===== config.mk =====
export PLATFORM = sky130hd
export DESIGN_NAME = quantizing_bit_field_packer
export DESIGN_NICKNAME = d
export VERILOG_FILES = /design/src/design/qbfp_pkg.sv /design/src/design/qbfp_front.sv /design/src/design/qbfp_queue.sv /design/src/design/qbfp_back.sv /design/src/design/quantizing_bit_field_packer.sv
export SDC_FILE = /design/constraint.sdc
export NUM_CORES = 2
export LEC_CHECK = 0
export ABC_AREA = 0
export BUFFER_PORTS_ARGS = -buffer_cell sky130_fd_sc_hd__buf_4
export CAP_MARGIN = 20
export CORE_MARGIN = 8
export CORE_UTILIZATION = 45
export DETAILED_ROUTE_END_ITERATION = 7
export SLEW_MARGIN = 20
export SYNTH_ARGS = -nofsm -noshare
export SYNTH_HDL_FRONTEND = slang
export SYNTH_SLANG_ARGS = --single-unit

===== constraint.sdc =====
create_clock -name clk -period 18.45 [get_ports clk]
set_input_delay 3.69 -clock clk [delete_from_list [all_inputs] [get_ports clk]]
set_output_delay 3.69 -clock clk [all_outputs]
set_load 0.02 [all_outputs]

===== src/design/qbfp_pkg.sv =====
// ---------------------------------------------------------------------------
// qbfp_pkg
// shared types, widths and constants of the quantizing bit field packer
// ---------------------------------------------------------------------------
package qbfp_pkg;

    // default buffer size in bytes
    localparam int BUFFER_BYTES_DEF = 64;

    // item field widths
    localparam int CMD_W  = 2;
    localparam int VAL_W  = 32;
    localparam int DEC_W  = 3;
    localparam int ADDR_W = 6;
    localparam int BIT_W  = 10;
    localparam int FW_W   = 6;
    localparam int BYTE_W = 8;

    // arithmetic widths
    localparam int FRAC_W     = 16;              // fraction bits of Q16.16
    localparam int POW_W      = 14;              // holds 10^4
    localparam int PROD_W     = VAL_W + POW_W;   // product of difference and scale
    localparam int Q_W        = PROD_W - FRAC_W; // quantized value and spread
    localparam int WID_W      = 5;               // field width, at most Q_W
    localparam int ROUND_HALF = 1 << (FRAC_W - 1);
    localparam logic [DEC_W-1:0] MAX_DEC = 3'd4;

    // a field of up to Q_W bits at any bit offset touches this many bytes
    localparam int SPAN_BYTES = (Q_W + 7 + 7) / 8;

    // small queue between front and back
    localparam int QUEUE_DEPTH = 2;

    typedef enum logic [CMD_W-1:0] {
        CMD_CLEAR  = 2'd0,
        CMD_ATTACH = 2'd1,
        CMD_READ   = 2'd2,
        CMD_NOP    = 2'd3
    } cmd_t;

    typedef struct packed {
        logic [CMD_W-1:0]        command;
        logic signed [VAL_W-1:0] sample_value;
        logic signed [VAL_W-1:0] lower_limit;
        logic signed [VAL_W-1:0] upper_limit;
        logic [DEC_W-1:0]        decimal_places;
        logic [ADDR_W-1:0]       byte_address;
    } in_item_t;

    typedef struct packed {
        logic [BIT_W-1:0]  start_bit;
        logic [BIT_W-1:0]  end_bit;
        logic [FW_W-1:0]   field_width;
        logic [BYTE_W-1:0] read_data;
        logic              clamped;
        logic              overflow;
    } out_item_t;

    // classified item as it waits for the back end
    typedef struct packed {
        cmd_t              cmd;
        logic [VAL_W-1:0]  diff;     // clamped value minus lower limit
        logic [VAL_W-1:0]  span;     // upper minus lower, zero when reversed
        logic [DEC_W-1:0]  dec;      // saturated decimal count
        logic              clamped;
        logic [ADDR_W-1:0] addr;
    } entry_t;

    function automatic logic [POW_W-1:0] pow_ten(input logic [DEC_W-1:0] d);
        logic [POW_W-1:0] p;
        case (d)
            3'd0:    p = 14'd1;
            3'd1:    p = 14'd10;
            3'd2:    p = 14'd100;
            3'd3:    p = 14'd1000;
            default: p = 14'd10000;
        endcase
        return p;
    endfunction

endpackage


===== src/design/qbfp_front.sv =====
// ---------------------------------------------------------------------------
// qbfp_front
// accepts items, decodes the command, clamps the value and forms differences
// ---------------------------------------------------------------------------
module qbfp_front (
    input  logic               cmd_valid,
    output logic               cmd_ready,
    input  qbfp_pkg::in_item_t cmd_item,
    output logic               push,
    input  logic               q_ready,
    output qbfp_pkg::entry_t   push_entry
);
    import qbfp_pkg::*;

    logic [VAL_W:0] dv;   // value minus lower
    logic [VAL_W:0] dr;   // upper minus lower
    logic [VAL_W:0] dh;   // value minus upper
    logic           above;
    logic           below;

    assign cmd_ready = q_ready;
    assign push      = cmd_valid && q_ready;

    always_comb
    begin
        dv = {cmd_item.sample_value[VAL_W-1], cmd_item.sample_value}
           - {cmd_item.lower_limit[VAL_W-1], cmd_item.lower_limit};
        dr = {cmd_item.upper_limit[VAL_W-1], cmd_item.upper_limit}
           - {cmd_item.lower_limit[VAL_W-1], cmd_item.lower_limit};
        dh = {cmd_item.sample_value[VAL_W-1], cmd_item.sample_value}
           - {cmd_item.upper_limit[VAL_W-1], cmd_item.upper_limit};

        above = !dh[VAL_W] && (dh != '0);
        below = dv[VAL_W];

        push_entry.cmd     = cmd_t'(cmd_item.command);
        push_entry.clamped = above || below;
        // clamp to upper first, then to lower
        if (above)
        begin
            push_entry.diff = dr[VAL_W] ? '0 : dr[VAL_W-1:0];
        end
        else
        begin
            push_entry.diff = below ? '0 : dv[VAL_W-1:0];
        end
        push_entry.span = dr[VAL_W] ? '0 : dr[VAL_W-1:0];
        push_entry.dec  = (cmd_item.decimal_places > MAX_DEC) ? MAX_DEC
                                                              : cmd_item.decimal_places;
        push_entry.addr = cmd_item.byte_address;
    end

endmodule


===== src/design/qbfp_queue.sv =====
// ---------------------------------------------------------------------------
// qbfp_queue
// short fifo of classified items between front and back
// ---------------------------------------------------------------------------
module qbfp_queue (
    input  logic             clk,
    input  logic             rst_n,
    input  logic             push,
    input  qbfp_pkg::entry_t push_entry,
    output logic             q_ready,
    input  logic             pop,
    output logic             q_valid,
    output qbfp_pkg::entry_t q_entry
);
    import qbfp_pkg::*;

    localparam int PTR_W = (QUEUE_DEPTH > 1) ? $clog2(QUEUE_DEPTH) : 1;
    localparam int CNT_W = $clog2(QUEUE_DEPTH + 1);

    entry_t           slot_reg [QUEUE_DEPTH];
    logic [PTR_W-1:0] wr_ptr_reg;
    logic [PTR_W-1:0] wr_ptr_next;
    logic [PTR_W-1:0] rd_ptr_reg;
    logic [PTR_W-1:0] rd_ptr_next;
    logic [CNT_W-1:0] count_reg;
    logic [CNT_W-1:0] count_next;

    assign q_ready = (count_reg != CNT_W'(QUEUE_DEPTH));
    assign q_valid = (count_reg != '0);
    assign q_entry = slot_reg[rd_ptr_reg];

    always_comb
    begin
        wr_ptr_next = wr_ptr_reg;
        rd_ptr_next = rd_ptr_reg;
        count_next  = count_reg;
        if (push)
        begin
            wr_ptr_next = (wr_ptr_reg == PTR_W'(QUEUE_DEPTH - 1)) ? '0 : wr_ptr_reg + 1'b1;
        end
        if (pop)
        begin
            rd_ptr_next = (rd_ptr_reg == PTR_W'(QUEUE_DEPTH - 1)) ? '0 : rd_ptr_reg + 1'b1;
        end
        if (push && !pop)
        begin
            count_next = count_reg + 1'b1;
        end
        else if (pop && !push)
        begin
            count_next = count_reg - 1'b1;
        end
    end

    always_ff @(posedge clk or negedge rst_n)
    begin
        if (!rst_n)
        begin
            wr_ptr_reg <= '0;
            rd_ptr_reg <= '0;
            count_reg  <= '0;
        end
        else
        begin
            wr_ptr_reg <= wr_ptr_next;
            rd_ptr_reg <= rd_ptr_next;
            count_reg  <= count_next;
        end
    end

    always_ff @(posedge clk)
    begin
        if (push)
        begin
            slot_reg[wr_ptr_reg] <= push_entry;
        end
    end

endmodule


===== src/design/qbfp_back.sv =====
// ---------------------------------------------------------------------------
// qbfp_back
// quantizes, sizes and writes fields into the byte buffer, serves reads
// ---------------------------------------------------------------------------
module qbfp_back #(
    parameter int BUFFER_BYTES = qbfp_pkg::BUFFER_BYTES_DEF
) (
    input  logic                clk,
    input  logic                rst_n,
    input  logic                q_valid,
    output logic                q_pop,
    input  qbfp_pkg::entry_t    q_entry,
    output logic                res_valid,
    input  logic                res_ready,
    output qbfp_pkg::out_item_t res_item
);
    import qbfp_pkg::*;

    localparam int CAP_BITS = BUFFER_BYTES * 8;
    localparam int POS_W    = $clog2(CAP_BITS + 1);
    localparam int MEM_AW   = (BUFFER_BYTES > 1) ? $clog2(BUFFER_BYTES) : 1;
    localparam int BIDX_W   = $clog2(BUFFER_BYTES + SPAN_BYTES + 1);
    localparam int SUM_W    = ((POS_W > WID_W) ? POS_W : WID_W) + 1;
    localparam int CMP_W    = ((POS_W > ADDR_W) ? POS_W : ADDR_W) + 1;
    localparam int CAT_W    = SPAN_BYTES * 8;
    localparam int BCNT_W   = $clog2(SPAN_BYTES + 1);
    localparam int LOW_W    = WID_W + 2;

    typedef enum logic [2:0] {
        S_IDLE,
        S_MULQ,
        S_MULS,
        S_WIDTH,
        S_PLACE,
        S_WRITE,
        S_READ,
        S_DONE
    } state_t;

    state_t            state_reg;
    entry_t            ent_reg;
    logic [POS_W-1:0]  pos_reg;
    logic [7:0]        tail_reg;     // byte holding the position, upper bits zero
    logic [Q_W-1:0]    q_reg;
    logic [Q_W-1:0]    spread_reg;
    logic [WID_W-1:0]  w_reg;
    logic [CAT_W-1:0]  cat_reg;
    logic [BIDX_W-1:0] base_reg;
    logic [BCNT_W-1:0] nbytes_reg;
    logic [BCNT_W-1:0] k_reg;
    logic [POS_W-1:0]  start_reg;
    logic              ovf_reg;
    logic              res_valid_reg;
    out_item_t         res_item_reg;

    logic [BYTE_W-1:0] pack_mem [BUFFER_BYTES];
    logic [BYTE_W-1:0] rdata_reg;

    logic [VAL_W-1:0]  mul_a;
    logic [PROD_W-1:0] prod;
    logic [PROD_W-1:0] q_rnd;
    logic [Q_W-1:0]    spread_m1;
    logic [WID_W-1:0]  w_calc;
    logic [Q_W:0]      fmask;
    logic [Q_W-1:0]    qm;
    logic [CAT_W-1:0]  cat;
    logic [CAT_W-1:0]  cat_sh;
    logic [CAT_W-1:0]  wr_sh;
    logic [SUM_W-1:0]  end_sum;
    logic              ovf;
    logic [POS_W-1:0]  new_pos;
    logic [LOW_W-1:0]  low_sum;
    logic [LOW_W-1:0]  low_up;
    logic [BCNT_W-1:0] nbytes;
    logic [2:0]        tail_off;
    logic [7:0]        tail_next;
    logic [BIDX_W-1:0] base;
    logic [BIDX_W-1:0] waddr_full;
    logic              mem_we;
    logic [MEM_AW-1:0] mem_waddr;
    logic [BYTE_W-1:0] mem_wdata;
    logic [MEM_AW-1:0] mem_raddr;
    logic [CMP_W-1:0]  filled;
    logic              hit;
    out_item_t         result;

    assign q_pop     = (state_reg == S_IDLE) && q_valid;
    assign res_valid = res_valid_reg;
    assign res_item  = res_item_reg;

    // shared multiplier: quantize first, spread next
    always_comb
    begin
        mul_a = (state_reg == S_MULS) ? ent_reg.span : ent_reg.diff;
        prod  = PROD_W'(mul_a) * PROD_W'(pow_ten(ent_reg.dec));
        q_rnd = prod + PROD_W'(ROUND_HALF);
    end

    // least w with 2^w >= spread
    always_comb
    begin
        spread_m1 = spread_reg - 1'b1;
        w_calc    = '0;
        for (int i = 0; i < Q_W; i++)
        begin
            if (spread_m1[i])
            begin
                w_calc = WID_W'(i + 1);
            end
        end
        if (spread_reg == '0)
        begin
            w_calc = '0;
        end
    end

    // field placement against the running position
    always_comb
    begin
        fmask     = ((Q_W + 1)'(1) << w_reg) - 1'b1;
        qm        = q_reg & fmask[Q_W-1:0];
        cat       = (CAT_W'(qm) << pos_reg[2:0]) | CAT_W'(tail_reg);
        end_sum   = SUM_W'(pos_reg) + SUM_W'(w_reg);
        ovf       = (end_sum > SUM_W'(CAP_BITS));
        new_pos   = ovf ? POS_W'(CAP_BITS) : end_sum[POS_W-1:0];
        low_sum   = LOW_W'(pos_reg[2:0]) + LOW_W'(w_reg);
        low_up    = low_sum + LOW_W'(7);
        nbytes    = (w_reg == '0) ? '0 : BCNT_W'(low_up >> 3);
        tail_off  = low_sum[5:3];
        cat_sh    = cat >> {tail_off, 3'b000};
        tail_next = (new_pos[2:0] == 3'd0) ? 8'd0 : cat_sh[7:0];
        base      = BIDX_W'(pos_reg >> 3);
    end

    // byte writes, one per cycle, past-the-end bytes dropped
    always_comb
    begin
        waddr_full = base_reg + BIDX_W'(k_reg);
        wr_sh      = cat_reg >> {k_reg, 3'b000};
        mem_we     = (state_reg == S_WRITE) && (waddr_full < BIDX_W'(BUFFER_BYTES));
        mem_waddr  = MEM_AW'(waddr_full);
        mem_wdata  = wr_sh[BYTE_W-1:0];
        mem_raddr  = MEM_AW'(ent_reg.addr);
        // bytes below the rounded-up position hold written data
        filled     = (CMP_W'(pos_reg) + CMP_W'(7)) >> 3;
        hit        = (CMP_W'(ent_reg.addr) < filled);
    end

    always_ff @(posedge clk)
    begin
        if (mem_we)
        begin
            pack_mem[mem_waddr] <= mem_wdata;
        end
        rdata_reg <= pack_mem[mem_raddr];
    end

    always_comb
    begin
        result = '0;
        case (ent_reg.cmd)
            CMD_ATTACH:
            begin
                result.start_bit   = BIT_W'(start_reg);
                result.end_bit     = BIT_W'(pos_reg);
                result.field_width = FW_W'(w_reg);
                result.clamped     = ent_reg.clamped;
                result.overflow    = ovf_reg;
            end
            CMD_READ:
            begin
                result.read_data = hit ? rdata_reg : '0;
            end
            default:
            begin
                result = '0;
            end
        endcase
    end

    always_ff @(posedge clk or negedge rst_n)
    begin
        if (!rst_n)
        begin
            state_reg     <= S_IDLE;
            ent_reg       <= '0;
            pos_reg       <= '0;
            tail_reg      <= '0;
            q_reg         <= '0;
            spread_reg    <= '0;
            w_reg         <= '0;
            cat_reg       <= '0;
            base_reg      <= '0;
            nbytes_reg    <= '0;
            k_reg         <= '0;
            start_reg     <= '0;
            ovf_reg       <= 1'b0;
            res_valid_reg <= 1'b0;
            res_item_reg  <= '0;
        end
        else
        begin
            // in S_DONE the result register is handled by the state arm
            if (res_valid_reg && res_ready && (state_reg != S_DONE))
            begin
                res_valid_reg <= 1'b0;
            end
            case (state_reg)
                S_IDLE:
                begin
                    if (q_valid)
                    begin
                        ent_reg <= q_entry;
                        case (q_entry.cmd)
                            CMD_CLEAR:
                            begin
                                pos_reg   <= '0;
                                tail_reg  <= '0;
                                state_reg <= S_DONE;
                            end
                            CMD_ATTACH: state_reg <= S_MULQ;
                            CMD_READ:   state_reg <= S_READ;
                            default:    state_reg <= S_DONE;
                        endcase
                    end
                end
                S_MULQ:
                begin
                    q_reg     <= q_rnd[FRAC_W +: Q_W];
                    state_reg <= S_MULS;
                end
                S_MULS:
                begin
                    spread_reg <= prod[FRAC_W +: Q_W];
                    state_reg  <= S_WIDTH;
                end
                S_WIDTH:
                begin
                    w_reg     <= w_calc;
                    state_reg <= S_PLACE;
                end
                S_PLACE:
                begin
                    cat_reg    <= cat;
                    base_reg   <= base;
                    nbytes_reg <= nbytes;
                    k_reg      <= '0;
                    start_reg  <= pos_reg;
                    ovf_reg    <= ovf;
                    pos_reg    <= new_pos;
                    tail_reg   <= tail_next;
                    state_reg  <= (nbytes == '0) ? S_DONE : S_WRITE;
                end
                S_WRITE:
                begin
                    k_reg <= k_reg + 1'b1;
                    if (k_reg == nbytes_reg - 1'b1)
                    begin
                        state_reg <= S_DONE;
                    end
                end
                S_READ:
                begin
                    // memory read lands at the end of this cycle
                    state_reg <= S_DONE;
                end
                S_DONE:
                begin
                    if (!res_valid_reg || res_ready)
                    begin
                        res_item_reg  <= result;
                        res_valid_reg <= 1'b1;
                        state_reg     <= S_IDLE;
                    end
                end
                default:
                begin
                    state_reg <= S_IDLE;
                end
            endcase
        end
    end

endmodule


===== src/design/quantizing_bit_field_packer.sv =====
// ---------------------------------------------------------------------------
// quantizing_bit_field_packer
// telemetry packer: quantizes limited Q16.16 values and appends them as
// variable-width fields, lsb first, into a byte buffer
// ---------------------------------------------------------------------------
//
//  channel   direction  handshake              payload
//  -------   ---------  ---------------------  ----------------------
//  cmd       in         cmd_valid / cmd_ready  cmd_item  (in_item_t)
//  res       out        res_valid / res_ready  res_item  (out_item_t)
//
//  the back end finishes one item before it takes the next; an attach
//  writes n (0 to 5) buffer bytes, those the field touches, with one
//  byte write per cycle into the buffer memory
//  an accepted item is registered in the queue and reaches the back end
//  when it is idle; reset clears position and tail byte but not the
//  buffer, which is tracked by the running position, so no clearing
//  pass is needed after reset or clear; a stalled result holds the back
//  end, the queue keeps taking items until its two slots are full
//
module quantizing_bit_field_packer #(
    parameter int BUFFER_BYTES = qbfp_pkg::BUFFER_BYTES_DEF
) (
    input  logic                clk,
    input  logic                rst_n,
    input  logic                cmd_valid,
    output logic                cmd_ready,
    input  qbfp_pkg::in_item_t  cmd_item,
    output logic                res_valid,
    input  logic                res_ready,
    output qbfp_pkg::out_item_t res_item
);
    import qbfp_pkg::*;

    // front to queue
    logic   push;
    logic   q_ready;
    entry_t push_entry;

    // queue to back
    logic   q_valid;
    logic   q_pop;
    entry_t q_entry;

    // decode, clamp and range differences
    qbfp_front u_front (
        .cmd_valid  (cmd_valid),
        .cmd_ready  (cmd_ready),
        .cmd_item   (cmd_item),
        .push       (push),
        .q_ready    (q_ready),
        .push_entry (push_entry)
    );

    // decouples intake from the multi-cycle back end
    qbfp_queue u_queue (
        .clk        (clk),
        .rst_n      (rst_n),
        .push       (push),
        .push_entry (push_entry),
        .q_ready    (q_ready),
        .pop        (q_pop),
        .q_valid    (q_valid),
        .q_entry    (q_entry)
    );

    // quantize, size, write bytes, serve reads, hold the result register
    qbfp_back #(
        .BUFFER_BYTES (BUFFER_BYTES)
    ) u_back (
        .clk       (clk),
        .rst_n     (rst_n),
        .q_valid   (q_valid),
        .q_pop     (q_pop),
        .q_entry   (q_entry),
        .res_valid (res_valid),
        .res_ready (res_ready),
        .res_item  (res_item)
    );

endmodule


* Word level (Yosys, flattened, before mapping) *
Memories as Yosys holds them, arrays and structs flattened. A register that Yosys moved wholly into a read port is not among the register bits.
Cells that the tools add are included.

word-level totals
  memories kept = 2
  logic and storage cells = 177
  bits in writable memories = 664
  output and inout bits = 38
  bits of input ports = 111
  register bits after elaboration = 267

operators by class
  muxes and demuxes = 68
  reduce and logical (&&, ||, !) cells = 30
  add/sub/neg operators = 17
  magnitude comparators = 4
  equality and inequality tests = 21
  bitwise operators = 2
  shifts and indexed selects = 4
  $mul = 1

memory list
  name              depth  bits a word  read ports  clocked after Yosys merged registers in  wr ports  line              text
  u_back.pack_mem   64     8            1           1                                        1         qbfp_back.sv:56   logic [BYTE_W-1:0] pack_mem [BUFFER_BYTES];
  u_queue.slot_reg  2      76           1           0                                        1         qbfp_queue.sv:20  entry_t slot_reg [QUEUE_DEPTH];

operators by type and width
  cell                      count
  $mux W32                  4
  $sub A32 B32 Y33          3
  $mux W5                   16
  $shr A40 B6 Y8            2
  $sub A30 B1 Y30 const B   2
  $pmux W14 S4              1
  $add A46 B16 Y46 const B  1
  $mul A32 B14 Y46          1
  $mux W8                   5
  $or A40 B8 Y40            1
  $shl A30 B3 Y40           1
  $reduce_bool A33 Y1       1
  $mux W4                   8
  $and A30 B30 Y30          1
  $logic_not A30 Y1         1
  $mux W10                  3
  $shl A1 B5 Y30 const A    1
  $mux W3                   9
  $mux W26                  1
  $pmux W3 S8               1
  $pmux W10 S2              1
  $pmux W8 S2               1
  $eq A3 B2 Y1 const B      4
  $eq A3 B3 Y1 const B      4
  other kinds (33)          74

* Depth between registers and ports, before layout *
  depth after elaboration = 32
  gate-level depth with buffers = 32
  mapped depth without buffers = 29

* Hierarchy *
Synthesis repeated with hierarchy kept, for this count alone.

second synthesis, totals
  cell total of the unflattened synthesis = 5,041
  area total of the unflattened synthesis = 58,635.0 µm²

by module, submodules not included
  module      seq. area each (µm²)  cells each  times used  area an instance (µm²)
  qbfp_back   21,840.9              3,874       1           46,663.5
  qbfp_front  0.0                   914         1           6,162.2
  qbfp_queue  4,664.5               253         1           5,809.3

* Worst setup path before layout *
Ideal clock, no wire load.

  path kind = flip-flop to flip-flop
  start = reg u_back.state_reg[0]
  end = reg u_back.q_reg[28]
  required time = 18,325 ps
  stages on the path, launching flop included = 28
  path slack = 10,014 ps
  buffers on the path = 3
  library setup time = 125 ps
  data arrival time = 8,311 ps
  period minus slack after synthesis = 8,436 ps
  path through = dfrtp_1 nor3b_1 clkbuf_1 clkbuf_1 mux2i_1 nor2_1 a21oi_1 fa_1 fa_1 inv_1 fa_1 fa_1 fa_1 inv_1 fa_1 inv_1 ha_1 buf_6 and3_2 a221o_1 a31o_1 or3_4 a311o_1 or4b_4 nor4_4 nand3_2 xor2_1 mux2_4

on the way
  word-level cells in the longest chain between the ends = 4
  elaborated cells on any way between the ends = 5
  those cells by class = 1 x add/sub; 1 x mul; 2 x eq/ne; 1 x mux

RTL lines
  element                   line              text
  start: declaration        qbfp_back.sv:40   state_t state_reg;
  start signal: assignment  qbfp_back.sv:252  state_reg <= (nbytes == '0) ? S_DONE : S_WRITE;
  $eq A3 B2 Y1              qbfp_back.sv:94   mul_a = (state_reg == S_MULS) ? ent_reg.span : ent_reg.diff;
  $mux W32                  qbfp_back.sv:94
  $mul A32 B14 Y46          qbfp_back.sv:95   prod = PROD_W'(mul_a) * PROD_W'(pow_ten(ent_reg.dec));
  $add A46 B16 Y46          qbfp_back.sv:96   q_rnd = prod + PROD_W'(ROUND_HALF);
  end signal: assignment    qbfp_back.sv:229  q_reg <= q_rnd[FRAC_W +: Q_W];
  end: declaration          qbfp_back.sv:44   logic [Q_W-1:0] q_reg;

Parallel ways exist; a longest one is shown, timed or not.
A chain may end at the register's enable or synchronous reset.

* Final worst setup path *
  start = reg u_back.state_reg[1]
  end = reg u_back.q_reg[27]

The elaborated chain is that of the path after synthesis.

==> metrics.md <==
| Metric | Value |
|---|---|
| CP Launch Type | flip-flop |
| Clock sink count | 928 |
| WS Path Type | reg2reg |
| Top cells by area, synth | edfxtp_1 (34%), dfrtp_1 (11%), fa_1 (10%), mux4_2 (7.0%), ha_1 (5.3%) |
| Worst Tran Pin Value | 1.09 ns |
| Number of synthesized register bits | 928 |
| Relative slew margins | 27.0% |
| Antenna viol nets, final | 0 |
| Root Driver | clkbuf_16 |
| MaxCap Viol Count | 0 |
| Row count | 132 |
| Core area | 0.129 mm² |
| Mapped Area | 0.0581 mm² |
| Starting density of the core | 45.1% |
| Avg Inst Size Synth | 11.4 µm² |
| Post-CTS sizing | 0 |
| # diodes | 0 |
| Avg Vias per Cell | 5.62 |
| Library cells used by synthesis | 108 |
| RSZ-0062 raised after global routing | no |
| Fin crit period | 9.66 ns |
| WP data required | 19.00 ns |
| First-pass GRT wire length | 227000 µm |
| Routed length per instance | 21.5 µm |
| Slew Viols, Final | 0 |
| Crit share post-route | 52.3% |
| Synth top cells by count | edfxtp_1 (664), inv_1 (530), nand2_1 (495) |
| Cts hold-fix bufs | 0 |
| DR iter-0 viols | 3388 |
| Worst Clk Skew | 0.0533 ns |
| Count leader, synth | edfxtp_1 |
| Critical Path End Type | flip-flop |
| Post-synth EDFFs | 664 |
| Die footprint | 0.141 mm² |
| Gp weighted congestion | 0.919 |
| Final-report hold violation count | 0 |
| Initial antenna violation count | 5 |
| Vias | 38.6k |
| Setup violators final | 0 |
| IO Port Bufs | 147 |
| Setup WS pre-CTS | 8.79 ns |
| Worst setup slack after layout | 8.79 ns |
| Top FF cell, synth | edfxtp_1 |
| Cells after Synth | 5083 |
| Initial DRT Pass Iterations | 8 |
| Total Wirelength | 147000 µm |
| Hold Path Origin | u_back.rdata_reg[2] |
| Die width | 375 µm |
| CP max stage delay | 0.74 ns |
| HPWL after DPL | 109000 µm |
| H-tree level count | 3 |
| Clk slew on worst S/H paths | 0.06 ns |
| Worst-path fanout max | 35 |
| Sequential fraction of the synthesis area | 45.6% |
| # fillers | 11.4k |
| WP data arrival | 10.20 ns |
| DRC violations left | 0 |
| Synth top area share | 34.3% |
| Number of global-route vias before repair | 37.6k |
| Post-route cell area | 0.0640 mm² |
| Fraction of layout cells with a size suffix above 1 | 11.8% |
| TritonCTS clock tree | built |
| Max Fclk | 104 MHz |
| Most common cell on crit path | fa_1 |
| Post-CTS setup buffers | 0 |
| Syn_nets | 5739 |
| Total GRT Usage | 20.5% |
| Number of CTS-inserted buffers | 92 |
| Area grow syn2layout | 10.0% |
| Pin count of the biggest net entering global routing | 115 |
| Async set or reset register ratio after synthesis | 27.6% |
| Register-to-Register Setup Slack | 8.79 ns |
| CP max stage cell | nor3_1 |
| Utilization after layout | 49.6% |
| Total grt overflow | 0 |
| Clock Path Buffers | 3 |
| Setup TNS | 0 ns |
| Status | completed |
| Worst r2r src | u_back.state_reg[1] |
| Yosys top cell by area | edfxtp_1 |
| Syn. warnings | 0 |
| Worst Setup SP | u_back.state_reg[1] |
| Height of the die | 375 µm |
| Ports | 149 |
| Clock Latency Late Sink | 0.71 ns |
| Total Nets Final | 5777 |
| Placed Instance Area | 0.0609 mm² |
| Largest register FFs | 512 |
| Hold Crit Class | reg2reg |
## critical path, delay by kind of cell, from the launching register on
kind	cells	cell delay [ns]
muxes	1	0.55
AOI/OAI and AO/OA	4	1.12
DFF	1	0.59
xor gates and xnor gates	2	0.54
adders and majority gates	7	3.34
and+or+nand+nor	8	2.62
buffers and inverters	4	0.64
## routing by layer
layer | wire [µm] | vias to the layer above | GRT usage [%]
met5 | 65 | - | 0.274
met4 | 2850 | 4 | 4.61
met3 | 8720 | 161 | 3.18
met2 | 65800 | 1135 | 31.1
met1 | 70000 | 19200 | 31.0
li1 | - | 18100 | -
## final timing paths
kind / to / cells past startpoint
min in group asynchronous: u_back.spread_reg[29] / 1
max in group asynchronous: u_back.pos_reg[1] / 2
hold reg to reg: u_back.res_item[4] / 1
hold / removal: u_back.res_item[4] / 1
setup / recovery: u_back.q_reg[27] / 26
setup reg to reg: u_back.q_reg[27] / 26
## logic make-up after synthesis
| group | share of synthesized area [%] |
|---|---|
| AOI/OAI and AO/OA | 9.92 |
| xor gates and xnor gates | 2.18 |
| adders and majority gates | 15.6 |
| buffers and inverters | 5.18 |
| DFF | 45.6 |
| muxes | 10.6 |
| other | 0.00645 |
| and+or+nand+nor | 10.9 |
## placed cells by master (no fill, tap or decap), types with 95 or more instances in the layout
cell type,n
fa_1,300
o21ai_0,260
a21oi_1,294
buf_4,191
edfxtp_1,664
inv_1,530
nor2_1,399
ha_1,245
xnor2_1,95
mux4_2,181
nand2_1,494
mux2i_1,177
dfrtp_1,250
## stage by stage
stage / hold WS [ns] / cells
3_3_place_gp: 0.430 / 6702
6_report: 0.445 / 6875
4_1_cts: 0.449 / 6875
3_5_place_dp: 0.435 / 6702
5_1_grt: 0.467 / 6875
2_1_floorplan: 0.427 / 5083
## layout make-up
| type | count | area (µm²) | share of cell area [%] |
|---|---|---|---|
| clock buffer | 115 | 2460 | 3.85 |
| tap | 1675 | 2100 | 3.28 |
| inverter | 533 | 2000 | 3.13 |
| timing repair buffer | 193 | 1470 | 2.30 |
| clock inverter | 58 | 609 | 0.953 |
| sequential | 928 | 26500 | 41.5 |
| multi-input combinational | 3373 | 28800 | 45.0 |
Power is left out: the tool's default activity adds up to more than one toggle a clock period on the data nets, which glitch-free logic cannot reach.
